[src/hdl/uer_pkg.sv]
// Shared types and constants for the ultrasonic echo ranger.
package uer_pkg;

	localparam int TW_W   = 8;   // trigger width register
	localparam int GAP_W  = 16;  // gap register, phase timer
	localparam int CNT_W  = 16;  // echo count
	localparam int SUM_W  = 19;  // echo sum
	localparam int IDX_W  = 3;   // sample index
	localparam int DIST_W = 15;  // distance, 1/16 cm

	localparam int CFG_IDX_W  = 8;
	localparam int CFG_DATA_W = 16;
	localparam int IN_DATA_W  = 8;
	localparam int OUT_DATA_W = 24;

	localparam logic [CFG_IDX_W-1:0] REG_TRIG_WIDTH = CFG_IDX_W'(0);
	localparam logic [CFG_IDX_W-1:0] REG_GAP        = CFG_IDX_W'(1);

	localparam logic [TW_W-1:0]   TRIG_WIDTH_RST = TW_W'(20);
	localparam logic [GAP_W-1:0]  GAP_RST        = GAP_W'(50000);

	// one result beat
	typedef struct packed {
		logic              trigger_level;
		logic              busy_res;
		logic              done_res;
		logic [DIST_W-1:0] distance_q4;
	} uer_res_t;

endpackage

[src/hdl/uer_scale.sv]
// Echo sum to averaged distance: constant divide by reciprocal multiply.
module uer_scale #(
	parameter int SAMPLES = 5
) (
	input  logic [uer_pkg::SUM_W-1:0]  sum,
	output logic [uer_pkg::DIST_W-1:0] distance
);
	import uer_pkg::*;

	// distance = 16*sum/(58*S) = 8*sum/(29*S); numerator is NUM_W bits wide
	localparam int NUM_W = SUM_W + 3;
	localparam int DIV   = 29 * SAMPLES;
	localparam int SH    = NUM_W + $clog2(DIV);
	localparam longint unsigned MUL_L = ((64'd1 << SH) / DIV) + 64'd1;
	localparam int MUL_W = NUM_W + 1;
	localparam logic [MUL_W-1:0] MUL = MUL_W'(MUL_L);

	logic [NUM_W-1:0]       num;
	logic [NUM_W+MUL_W-1:0] prod;

	// exact for every numerator below 2**NUM_W since DIV is never a power of two
	assign num      = {sum, 3'b000};
	assign prod     = (NUM_W+MUL_W)'(num) * (NUM_W+MUL_W)'(MUL);
	assign distance = prod[SH +: DIST_W];

endmodule

[src/hdl/uer_core.sv]
// Ranging sequencer: phase state, timers, echo count and sum, distance.
module uer_core #(
	parameter int SAMPLES = 5
) (
	input  logic                      clk,
	input  logic                      arst_n,
	input  logic                      step_en,
	input  logic                      start_req,
	input  logic                      echo_level,
	input  logic [uer_pkg::TW_W-1:0]  trig_width,
	input  logic [uer_pkg::GAP_W-1:0] gap,
	output uer_pkg::uer_res_t         res
);
	import uer_pkg::*;

	typedef enum logic [2:0] {
		PH_IDLE  = 3'd0,
		PH_TRIG  = 3'd1,
		PH_WAIT  = 3'd2,
		PH_COUNT = 3'd3,
		PH_GAP   = 3'd4
	} phase_t;

	localparam logic [IDX_W-1:0] LAST_IDX = IDX_W'(SAMPLES - 1);

	phase_t            phase_q, phase_d;
	logic [GAP_W-1:0]  timer_q, timer_d, timer_inc;
	logic [CNT_W-1:0]  count_q, count_d;
	logic [SUM_W-1:0]  sum_q, sum_d;
	logic [IDX_W-1:0]  idx_q, idx_d;
	logic [DIST_W-1:0] dist_q, dist_d, dist_calc;
	logic [TW_W-1:0]   width_ticks;
	phase_t            trig_first;
	logic              trig, done;

	// sum is settled for at least one beat before the finish reads it
	uer_scale #(.SAMPLES(SAMPLES)) u_scale (
		.sum      (sum_q),
		.distance (dist_calc)
	);

	assign width_ticks = (trig_width == '0) ? TW_W'(1) : trig_width;
	assign timer_inc   = timer_q + GAP_W'(1);
	// first trigger tick counts as one
	assign trig_first  = (width_ticks == TW_W'(1)) ? PH_WAIT : PH_TRIG;

	always_comb begin
		phase_d = phase_q;
		timer_d = timer_q;
		count_d = count_q;
		sum_d   = sum_q;
		idx_d   = idx_q;
		dist_d  = dist_q;
		trig    = 1'b0;
		done    = 1'b0;
		unique case (phase_q)
			PH_TRIG: begin
				trig    = 1'b1;
				timer_d = timer_inc;
				if (timer_inc >= GAP_W'(width_ticks))
					phase_d = PH_WAIT;
			end
			PH_WAIT: begin
				if (echo_level) begin
					count_d = CNT_W'(1);
					phase_d = PH_COUNT;
				end
			end
			PH_COUNT: begin
				if (echo_level) begin
					if (count_q != '1)
						count_d = count_q + CNT_W'(1);
				end else begin
					sum_d   = sum_q + SUM_W'(count_q);
					timer_d = '0;
					phase_d = PH_GAP;
				end
			end
			PH_GAP: begin
				if (timer_q >= gap) begin
					if (idx_q >= LAST_IDX) begin
						dist_d  = dist_calc;
						done    = 1'b1;
						phase_d = PH_IDLE;
					end else begin
						idx_d   = idx_q + IDX_W'(1);
						trig    = 1'b1;
						timer_d = GAP_W'(1);
						phase_d = trig_first;
					end
				end else begin
					timer_d = timer_inc;
				end
			end
			default: begin
				phase_d = PH_IDLE;
				if (start_req) begin
					sum_d   = '0;
					count_d = '0;
					idx_d   = '0;
					trig    = 1'b1;
					timer_d = GAP_W'(1);
					phase_d = trig_first;
				end
			end
		endcase
	end

	always_comb begin
		res.trigger_level = trig;
		res.busy_res      = (phase_d != PH_IDLE);
		res.done_res      = done;
		res.distance_q4   = dist_d;
	end

	always_ff @(posedge clk or negedge arst_n) begin
		if (!arst_n) begin
			phase_q <= PH_IDLE;
			timer_q <= '0;
			count_q <= '0;
			sum_q   <= '0;
			idx_q   <= '0;
			dist_q  <= '0;
		end else if (step_en) begin
			phase_q <= phase_d;
			timer_q <= timer_d;
			count_q <= count_d;
			sum_q   <= sum_d;
			idx_q   <= idx_d;
			dist_q  <= dist_d;
		end
	end

endmodule

[src/hdl/ultrasonic_echo_ranger.sv]
// Top level: input register, sequencer, result register, config registers.
//
//  channel  | direction | handshake          | payload
//  s_axis   | in        | s_tvalid/s_tready  | s_tdata: start_req, echo_level
//  m_axis   | out       | m_tvalid/m_tready  | m_tdata: trigger, busy, done, distance
//  cfg      | in        | cfg_valid/cfg_ready| cfg_index, cfg_data
//
// One result beat per input beat; an input beat passes the input register, then the result
// register, on its way to m_tdata.
// Sustains one beat per cycle unless m_tready stalls: one sequencer pass per beat.
// Reset clears the sequencer to idle, config to 20 / 50000, both registers empty.
// A stalled m_tready holds the result; the input register fills, then s_tready drops.
module ultrasonic_echo_ranger #(
	parameter int SAMPLES = 5
) (
	input  logic                               clk,
	input  logic                               arst_n,
	input  logic                               s_tvalid,
	output logic                               s_tready,
	input  logic [uer_pkg::IN_DATA_W-1:0]      s_tdata,   // [0] start_req, [1] echo_level
	output logic                               m_tvalid,
	input  logic                               m_tready,
	output logic [uer_pkg::OUT_DATA_W-1:0]     m_tdata,   // [0] trigger_level, [1] busy_res,
	                                                      // [2] done_res, [17:3] distance_q4
	input  logic                               cfg_valid,
	output logic                               cfg_ready,
	input  logic [uer_pkg::CFG_IDX_W-1:0]      cfg_index,
	input  logic [uer_pkg::CFG_DATA_W-1:0]     cfg_data
);
	import uer_pkg::*;

	logic             valid_s1, start_s1, echo_s1;
	logic             step;
	logic             out_valid_q;
	uer_res_t         res, out_q;
	logic [TW_W-1:0]  trig_width_q;
	logic [GAP_W-1:0] gap_q;

	assign step      = valid_s1 && (!out_valid_q || m_tready);
	assign s_tready  = !valid_s1 || step;
	assign cfg_ready = 1'b1;

	always_ff @(posedge clk or negedge arst_n) begin
		if (!arst_n) begin
			valid_s1 <= 1'b0;
		end else if (s_tready) begin
			valid_s1 <= s_tvalid;
		end
	end

	always_ff @(posedge clk) begin
		if (s_tready && s_tvalid) begin
			start_s1 <= s_tdata[0];
			echo_s1  <= s_tdata[1];
		end
	end

	always_ff @(posedge clk or negedge arst_n) begin
		if (!arst_n) begin
			trig_width_q <= TRIG_WIDTH_RST;
			gap_q        <= GAP_RST;
		end else if (cfg_valid && cfg_ready) begin
			if (cfg_index == REG_TRIG_WIDTH)
				trig_width_q <= cfg_data[TW_W-1:0];
			else if (cfg_index == REG_GAP)
				gap_q <= cfg_data[GAP_W-1:0];
		end
	end

	uer_core #(.SAMPLES(SAMPLES)) u_core (
		.clk        (clk),
		.arst_n     (arst_n),
		.step_en    (step),
		.start_req  (start_s1),
		.echo_level (echo_s1),
		.trig_width (trig_width_q),
		.gap        (gap_q),
		.res        (res)
	);

	always_ff @(posedge clk or negedge arst_n) begin
		if (!arst_n) begin
			out_valid_q <= 1'b0;
		end else if (step) begin
			out_valid_q <= 1'b1;
		end else if (m_tready) begin
			out_valid_q <= 1'b0;
		end
	end

	always_ff @(posedge clk) begin
		if (step)
			out_q <= res;
	end

	assign m_tvalid = out_valid_q;
	assign m_tdata  = {(OUT_DATA_W-DIST_W-3)'(0), out_q.distance_q4,
		out_q.done_res, out_q.busy_res, out_q.trigger_level};

endmodule

[config.mk]
export PLATFORM = sky130hd
export DESIGN_NAME = ultrasonic_echo_ranger
export DESIGN_NICKNAME = d
export VERILOG_FILES = /design/src/hdl/uer_pkg.sv /design/src/hdl/uer_scale.sv /design/src/hdl/uer_core.sv /design/src/hdl/ultrasonic_echo_ranger.sv
export SDC_FILE = /design/constraint.sdc
export NUM_CORES = 1
export LEC_CHECK = 0
export ABC_AREA = 1
export BUFFER_PORTS_ARGS = -buffer_cell sky130_fd_sc_hd__buf_4
export CELL_PAD_IN_SITES_DETAIL_PLACEMENT = 1
export CELL_PAD_IN_SITES_GLOBAL_PLACEMENT = 1
export CORE_AREA = 4 4 183 185
export DETAILED_ROUTE_END_ITERATION = 10
export DIE_AREA = 0 0 187 189
export PLACE_DENSITY_LB_ADDON = 0.1
export SYNTH_ARGS = -nofsm -noshare
export SYNTH_HDL_FRONTEND = slang
export SYNTH_SLANG_ARGS = --single-unit
[constraint.sdc]
create_clock -name clk -period 6.2 [get_ports clk]
set_input_delay 0.31 -clock clk [delete_from_list [all_inputs] [get_ports clk]]
set_output_delay 0.31 -clock clk [all_outputs]
set_load 0.01 [all_outputs]
==> impl_metrics.py, run 1 <==
metrics = {
    "status": {
        "status": "complete, no violations",
    },
    "yosys": {
        "yosys_warnings": 0,
        "synth_top_area_share_pct": 20.7,
        "synth.distinct_cells": 48,
        "yosysMostFrequentCell": "inv_1",
        "synthArstFlopShare_pct": 83.1,
        "syn_area_per_cell_um2": 7.94,
        "synth-edff-count": 20,
        "ys.flop_type": "dfrtp_1",
        "ys_seq_area_share_pct": 19.8,
        "ys_ff_latch": 118,
        "netlist_area_um2": 15500,
        "yosys-top-cells-area": "fa_1 (21%), ha_1 (18%), dfrtp_1 (15%), inv_1 (11%), nand2_1 (9.2%)",
        "synth_top_cell_by_area": "fa_1",
        "syn_inst": 1946,
        "netlist_top_cells_count": "inv_1 (469), nand2_1 (379), ha_1 (221)",
    },
    "timing": {
        "fin_skew_ns": 0.0157,
        "slew_viol_final": 0,
        "period_share_pct": 95.4,
        "setup_viol": 0,
        "fin_tns_setup_ns": 0,
        "max_slew_margin_pct": 26.0,
        "fmax_mhz": 169,
        "tightest_slew_ns": 1.11,
        "hold_viol_final": 0,
        "rsz0062_at_grt": "false",
        "min_period_ns": 5.92,
    },
    "placement": {
        "port_buffers": 50,
        "dp_hpwl_um": 38300,
        "place_congestion": 0.941,
    },
    "clock_network": {
        "cts_tree": "yes",
        "worstSkewPairLatency_ns": 0.44,
        "cts_sinks": 118,
        "cts_buffer_depth": 2,
        "cts-root-buf": "clkbuf_16",
        "cts_made_buffers": 17,
        "path_clk_slew_ns": 0.06,
        "htree_levels": 4,
    },
    "floorplan": {
        "initial_utilization_pct": 48.2,
        "rows": 66,
        "io_pins": 64,
        "die_h_um": 189,
        "die_x_um": 187,
        "core_um2": 32000,
        "dieArea_um2": 35300,
    },
    "setup_path": {
        "arrival_ns": 6.11,
        "cp_cell_sequence": "buf_4 -> ha_1 -> inv_1 -> fa_1 -> inv_1 -> fa_1 -> fa_1 -> fa_1 -> inv_1 -> fa_1 -> inv_1 -> ha_1 -> a21oi_1 -> o21ai_0 -> a21o_1 -> a21oi_1 -> nand2_1 -> nand2_1 -> nand3_1 -> and2_1",
        "cp_common_cell": "fa_1",
        "worst-path-max-fanout": 4,
        "rr_worst_depth": 20,
        "r2r_setup_slack_ns": 0.28,
        "path_delay_family": "adder cells",
        "critPathMaxStageDelay_ns": 0.60,
        "reg2reg_to": "m_tdata[10]$_DFFE_PP_",
        "end_kind": "flop",
        "path_class": "flop to flop",
        "path_buf_inv": 5,
        "r2r_start": "u_core.sum_q[17]$_DFFE_PN0P_",
        "required_ns": 6.40,
        "start_kind": "flop",
        "crit_slowest_cell": "fa_1",
    },
    "flow_run": {
        "max_cap_violations": 0,
    },
    "grt": {
        "grt_pass1_wl_um": 72600,
        "grt_overflow": 0,
        "track_usage_pct": 25.8,
        "grt_pass1_vias": 13800,
        "antenna_found_initial": 0,
        "grt_max_degree": 67,
    },
    "drt": {
        "first_pass_iters": 5,
        "drtIter0Drc": 604,
        "post-route-drc-count": 0,
        "wl_met3_um": 1610,
        "vias": 12900,
        "routed_wirelength_um": 44600,
        "detail-route-antenna-nets": 0,
        "highest_layer": "met4",
        "routedLengthMet1_um": 20400,
        "avgRoutedWirePerCell_um": 18.2,
        "dr_wl_met2_um": 21600,
        "avgViaCountPerCell": 5.27,
    },
    "finish": {
        "finalNetCount": 2443,
        "area_growth_pct": 10.5,
        "n_antenna_cell": 0,
        "layout-drive-gt1-share_pct": 7.75,
    },
    "pwr": {
        "power_per_cell_area_nw_per_um2": 449,
        "leakagePower_nw": 9.42,
        "power_mw": 7.67,
        "vdd.ir_drop.worst_v": 0.000300,
    },
    "min_path": {
        "min_to": "start_s1$_DFFE_PP_",
        "hp-class": "input pin to flop",
        "hold_start": "s_tdata[0]",
        "holdPathStages": 1,
    },
}
## routing by layer
layer / up-vias / GRT usage (%)
li1: 6241 / -
met1: 6353 / 34.3
met2: 227 / 44.6
met3: 63 / 3.45
met4: 0 / 6.71
met5: - / 0
## per-stage QoR
| stage | cells | util, % | area (um2) | hold WS (ns) | setup WS (ns) |
|---|---|---|---|---|---|
| floorplan | 1951 | - | 15500 | 0.0144 | 0.684 |
| global placement | 2413 | 51.3 | 16400 | 0.297 | 0.318 |
| detailed placement | 2413 | 51.3 | 16400 | 0.302 | 0.196 |
| CTS | 2446 | 53.2 | 17000 | 0.0399 | 0.168 |
| global route | 2446 | 53.3 | 17100 | 0.0416 | 0.00426 |
| finish | 2446 | 53.3 | 17100 | 0.0561 | 0.284 |
## cell families (layout without fill, tap and decap cells)
| family | after synthesis | after routing | share of synthesized area [%] |
|---|---|---|---|
| simple gates | 689 | 689 | 19.1 |
| fa+ha+maj | 381 | 381 | 38.6 |
| mux | 8 | 8 | 0.583 |
| xor+xnor | 21 | 21 | 1.19 |
| other cells | 2 | 7 | 0.0486 |
| flops | 118 | 118 | 19.8 |
| compound gates | 230 | 230 | 8.36 |
| buf+inv | 497 | 584 | 12.3 |
## placed cells by master, fill, tap and decap left out, drive strengths merged, types with 4 or more instances in the layout
cell type,synthesis,final
a21oi,85,85
o21bai,12,12
buf,13,75
mux2,8,8
nor3,21,21
fa,160,160
clkbuf,8,26
a21o,5,5
nand3b,5,5
conb,2,7
or2,12,12
nand2,382,382
nor2,135,135
nand3,89,89
o31ai,8,8
dfrtp,90,90
dfstp,8,8
ha,221,221
o21ai,92,92
a21boi,8,8
a31oi,4,4
xor2,10,10
and2,6,6
o22ai,4,4
nor4,5,5
edfxtp,20,20
xnor2,11,11
inv,476,478
nand4,30,30
## timing repair
action	4_1_cts	5_1_grt
hold buffers	1	0
setup buffers	0	0
resized for setup	0	13
setup endpoints to repair	0	16
hold endpoints to repair	32	0
## where the power goes
| part | switching [mW] | leakage [nW] | total, mW | internal [mW] |
|---|---|---|---|---|
| Clock | 0.369 | 0.302 | 1.01 | 0.638 |
| Combinational | 3.61 | 7.61 | 5.62 | 2.01 |
| Sequential | 0.112 | 1.51 | 1.04 | 0.929 |
| Total | 4.09 | 9.42 | 7.67 | 3.58 |
## state kept, by name (all words and copies together), names as in the netlist, 3 cells and up
name,flops
u_core.dist_q,15
u_core.timer_q,16
trig_width_q,8
u_core.phase_q,3
u_core.idx_q,3
u_core.count_q,16
m_tdata,18
gap_q,16
u_core.sum_q,19
## worst max-delay path by stage
stage | from | endpoint | slack [ns] | depth (start not counted)
2_1_floorplan | u_core.sum_q[16]$_DFFE_PN0P_ | m_tdata[12]$_DFFE_PP_ | 0.68 | 21
3_3_place_gp | u_core.sum_q[15]$_DFFE_PN0P_ | m_tdata[8]$_DFFE_PP_ | 0.32 | 21
3_5_place_dp | u_core.sum_q[14]$_DFFE_PN0P_ | m_tdata[12]$_DFFE_PP_ | 0.20 | 21
4_1_cts | u_core.sum_q[14]$_DFFE_PN0P_ | m_tdata[12]$_DFFE_PP_ | 0.17 | 21
5_1_grt | u_core.sum_q[17]$_DFFE_PN0P_ | m_tdata[17]$_DFFE_PP_ | 0.004 | 20
6_report | u_core.sum_q[17]$_DFFE_PN0P_ | m_tdata[10]$_DFFE_PP_ | 0.28 | 20
## cell type report
class | count | area, um2
clock buffer | 26 | 541
fill | 3982 | 15000
tap | 408 | 510
clock inverter | 6 | 61.3
multi-input combinational | 1336 | 10500
sequential | 118 | 3070
inverter | 476 | 1790
timing repair buffer | 76 | 573
No activity file was read; power rests on OpenSTA's default activity.
==> inputs of run 2 (changes only) <==
--- a/config.mk
+++ b/config.mk
@@ -7,10 +7,10 @@
 export LEC_CHECK = 0
 export ABC_AREA = 1
-export BUFFER_PORTS_ARGS = -buffer_cell sky130_fd_sc_hd__buf_4
 export CELL_PAD_IN_SITES_DETAIL_PLACEMENT = 1
 export CELL_PAD_IN_SITES_GLOBAL_PLACEMENT = 1
-export CORE_AREA = 4 4 183 185
+export CORE_AREA = 4 4 181 183
 export DETAILED_ROUTE_END_ITERATION = 10
-export DIE_AREA = 0 0 187 189
+export DIE_AREA = 0 0 185 187
+export DONT_BUFFER_PORTS = 1
 export PLACE_DENSITY_LB_ADDON = 0.1
 export SYNTH_ARGS = -nofsm -noshare
==> constraint.sdc (replaced) <==
create_clock -name clk -period 6.2 [get_ports clk]
set_input_delay 0.93 -clock clk [delete_from_list [all_inputs] [get_ports clk]]
set_output_delay 0.93 -clock clk [all_outputs]
set_load 0.01 [all_outputs]
==> run 2 against run 1 <==
Clock power rose by 7%. Setup slack better by 0.0031 ns. Via count fell by 0.70%. Critical path type unchanged.
==> impl_metrics.py, run 2 (synthesized netlist as in run 1, its figures left out) <==
metrics = {
    "floorplan": {
        "core_um2": 31200,
        "initial_utilization_pct": 49.5,
        "die_x_um": 185,
        "rows": 65,
        "io_pins": 64,
        "die_h_um": 187,
        "dieArea_um2": 34600,
    },
    "finish": {
        "layout_commonest_cell": "inv_1",
        "finalNetCount": 2389,
        "n_antenna_cell": 0,
        "regMostFlops": "u_core.sum_q",
        "layout-drive-gt1-share_pct": 5.29,
        "nFillCells": 3932,
        "final_cell_mix": "inv_1 (469), nand2_1 (379), ha_1 (220)",
        "area_growth_pct": 8.04,
        "largest_reg_flops": 19,
    },
    "grt": {
        "met1_usage_pct": 36.2,
        "met3_usage_pct": 3.79,
        "grt_overflow": 0,
        "busiest_layer": "met2",
        "grt_max_degree": 99,
        "grt.met2_usage_pct": 47.4,
        "grt_pass1_vias": 14000,
        "antenna_found_initial": 0,
        "track_usage_pct": 27.2,
        "grt_pass1_wl_um": 74300,
    },
    "setup_path": {
        "r2r_setup_slack_ns": 0.29,
        "cp_common_cell": "fa_1",
        "critPathMaxStageDelay_ns": 0.70,
        "required_ns": 6.40,
        "start_kind": "flop",
        "crit_slowest_cell": "fa_1",
        "path_class": "flop to flop",
        "arrival_ns": 6.11,
        "reg2reg_to": "m_tdata[13]$_DFFE_PP_",
        "worst-path-max-fanout": 7,
        "path_delay_family": "adder cells",
        "rr_worst_depth": 21,
        "r2r_start": "u_core.sum_q[12]$_DFFE_PN0P_",
        "end_kind": "flop",
        "critPathLaunch": "u_core.sum_q[12]$_DFFE_PN0P_",
        "endpoint": "m_tdata[13]$_DFFE_PP_",
        "cp_num_cells": 21,
        "path_buf_inv": 5,
        "cp_cell_sequence": "fa_1 -> inv_1 -> fa_1 -> fa_1 -> inv_1 -> fa_1 -> fa_1 -> inv_1 -> fa_1 -> inv_1 -> ha_1 -> a21oi_1 -> o21ai_0 -> a21oi_2 -> nor2_1 -> nor3_1 -> nand2_1 -> nand2_1 -> nand3_1 -> nand2_1 -> inv_1",
    },
    "status": {
        "status": "complete, no violations",
    },
    "drt": {
        "vias": 12800,
        "routed_wirelength_um": 45200,
        "avgRoutedWirePerCell_um": 19.0,
        "drtIter0Drc": 601,
        "detail-route-antenna-nets": 0,
        "post-route-drc-count": 0,
        "avgViaCountPerCell": 5.36,
        "first_pass_iters": 5,
    },
    "pwr": {
        "p_switching_mw": 4.10,
        "switching_share_pct": 53.6,
        "clockPowerShare_pct": 14.0,
        "power_per_cell_area_nw_per_um2": 459,
        "vdd.ir_drop.worst_v": 0.000318,
        "p_int_mw": 3.56,
        "seqPwrFrac_pct": 14.0,
        "combPwrFrac_pct": 72.0,
        "leakagePower_nw": 9.17,
    },
    "timing": {
        "fin_tns_setup_ns": 0,
        "max_slew_margin_pct": 27.7,
        "period_share_pct": 95.4,
        "tightest_slew_ns": 1.08,
        "rsz0062_at_grt": "false",
        "slew_viol_final": 0,
        "fin_skew_ns": 0.0110,
        "hold_viol_final": 0,
        "holdWs_ns": 0.200,
        "fmax_mhz": 169,
        "min_period_ns": 5.91,
        "setup_viol": 0,
    },
    "clock_network": {
        "cts_buffer_depth": 2,
        "cts_tree": "yes",
        "cts_hold_buf": 0,
        "htree_levels": 4,
        "path_clk_slew_ns": 0.06,
        "cts.repair.resized": 0,
        "cts_made_buffers": 17,
        "worstSkewPairLatency_ns": 0.45,
        "cts-root-buf": "clkbuf_16",
        "cts_sinks": 118,
        "postCtsSetupBuffers": 0,
    },
    "flow_run": {
        "max_cap_violations": 0,
    },
    "min_path": {
        "hp-class": "input pin to async pin",
    },
    "placement": {
        "place_congestion": 0.907,
        "dp_hpwl_um": 38200,
        "port_buffers": 0,
    },
}
==> run 2: layer usage <==
metal,wire length (um),share of wire [%],up-vias
met4,669,1.5,0
met3,1830,4.0,50
li1,-,-,6121
met1,19900,44,6397
met5,0,0,-
met2,22800,50,226
==> run 2: cell type report <==
class | count | area, um2 | share of cell area (%)
Multi-Input combinational cell | 1336 | 10600 | 63.2
Tap cell | 402 | 503 | 3.01
Clock buffer | 17 | 425 | 2.55
Clock inverter | 15 | 203 | 1.21
Inverter | 476 | 1790 | 10.7
Timing Repair Buffer | 22 | 165 | 0.989
Sequential cell | 118 | 3070 | 18.4
==> run 2: worst min-delay path by stage <==
stage | slack [ns] | cells past startpoint | startpoint | end
floorplan | 0.44 | 2 | u_core.dist_q[1]$_DFFE_PN0P_ | u_core.dist_q[1]$_DFFE_PN0P_
global placement | 0.45 | 2 | u_core.dist_q[8]$_DFFE_PN0P_ | u_core.dist_q[8]$_DFFE_PN0P_
detailed placement | 0.46 | 2 | u_core.dist_q[7]$_DFFE_PN0P_ | u_core.dist_q[7]$_DFFE_PN0P_
CTS | 0.18 | 0 | arst_n | u_core.sum_q[3]$_DFFE_PN0P_
global route | 0.18 | 0 | arst_n | u_core.sum_q[1]$_DFFE_PN0P_
finish | 0.20 | 0 | arst_n | u_core.sum_q[1]$_DFFE_PN0P_
==> run 2: power groups by stage <==
stage	clock (mW)	combinational (mW)	sequential (mW)
after floorplan	0	3.84	1.06
after global placement	0	5.32	1.08
after detailed placement	0	5.55	1.08
after CTS	1.10	5.62	1.07
after global routing	1.13	6.42	1.09
final	1.08	5.52	1.07
==> run 2: stage by stage <==
stage | utilization (%) | instances | setup slack (ns) | total power [mW] | area (um2)
floorplan | - | 1951 | 0.684 | 4.90 | 15500
global placement | 51.3 | 2354 | 0.299 | 6.40 | 16000
detailed placement | 51.3 | 2354 | 0.208 | 6.63 | 16000
CTS | 53.3 | 2386 | 0.169 | 7.79 | 16700
global route | 53.5 | 2386 | 0.00668 | 8.63 | 16700
finish | 53.5 | 2386 | 0.287 | 7.66 | 16700
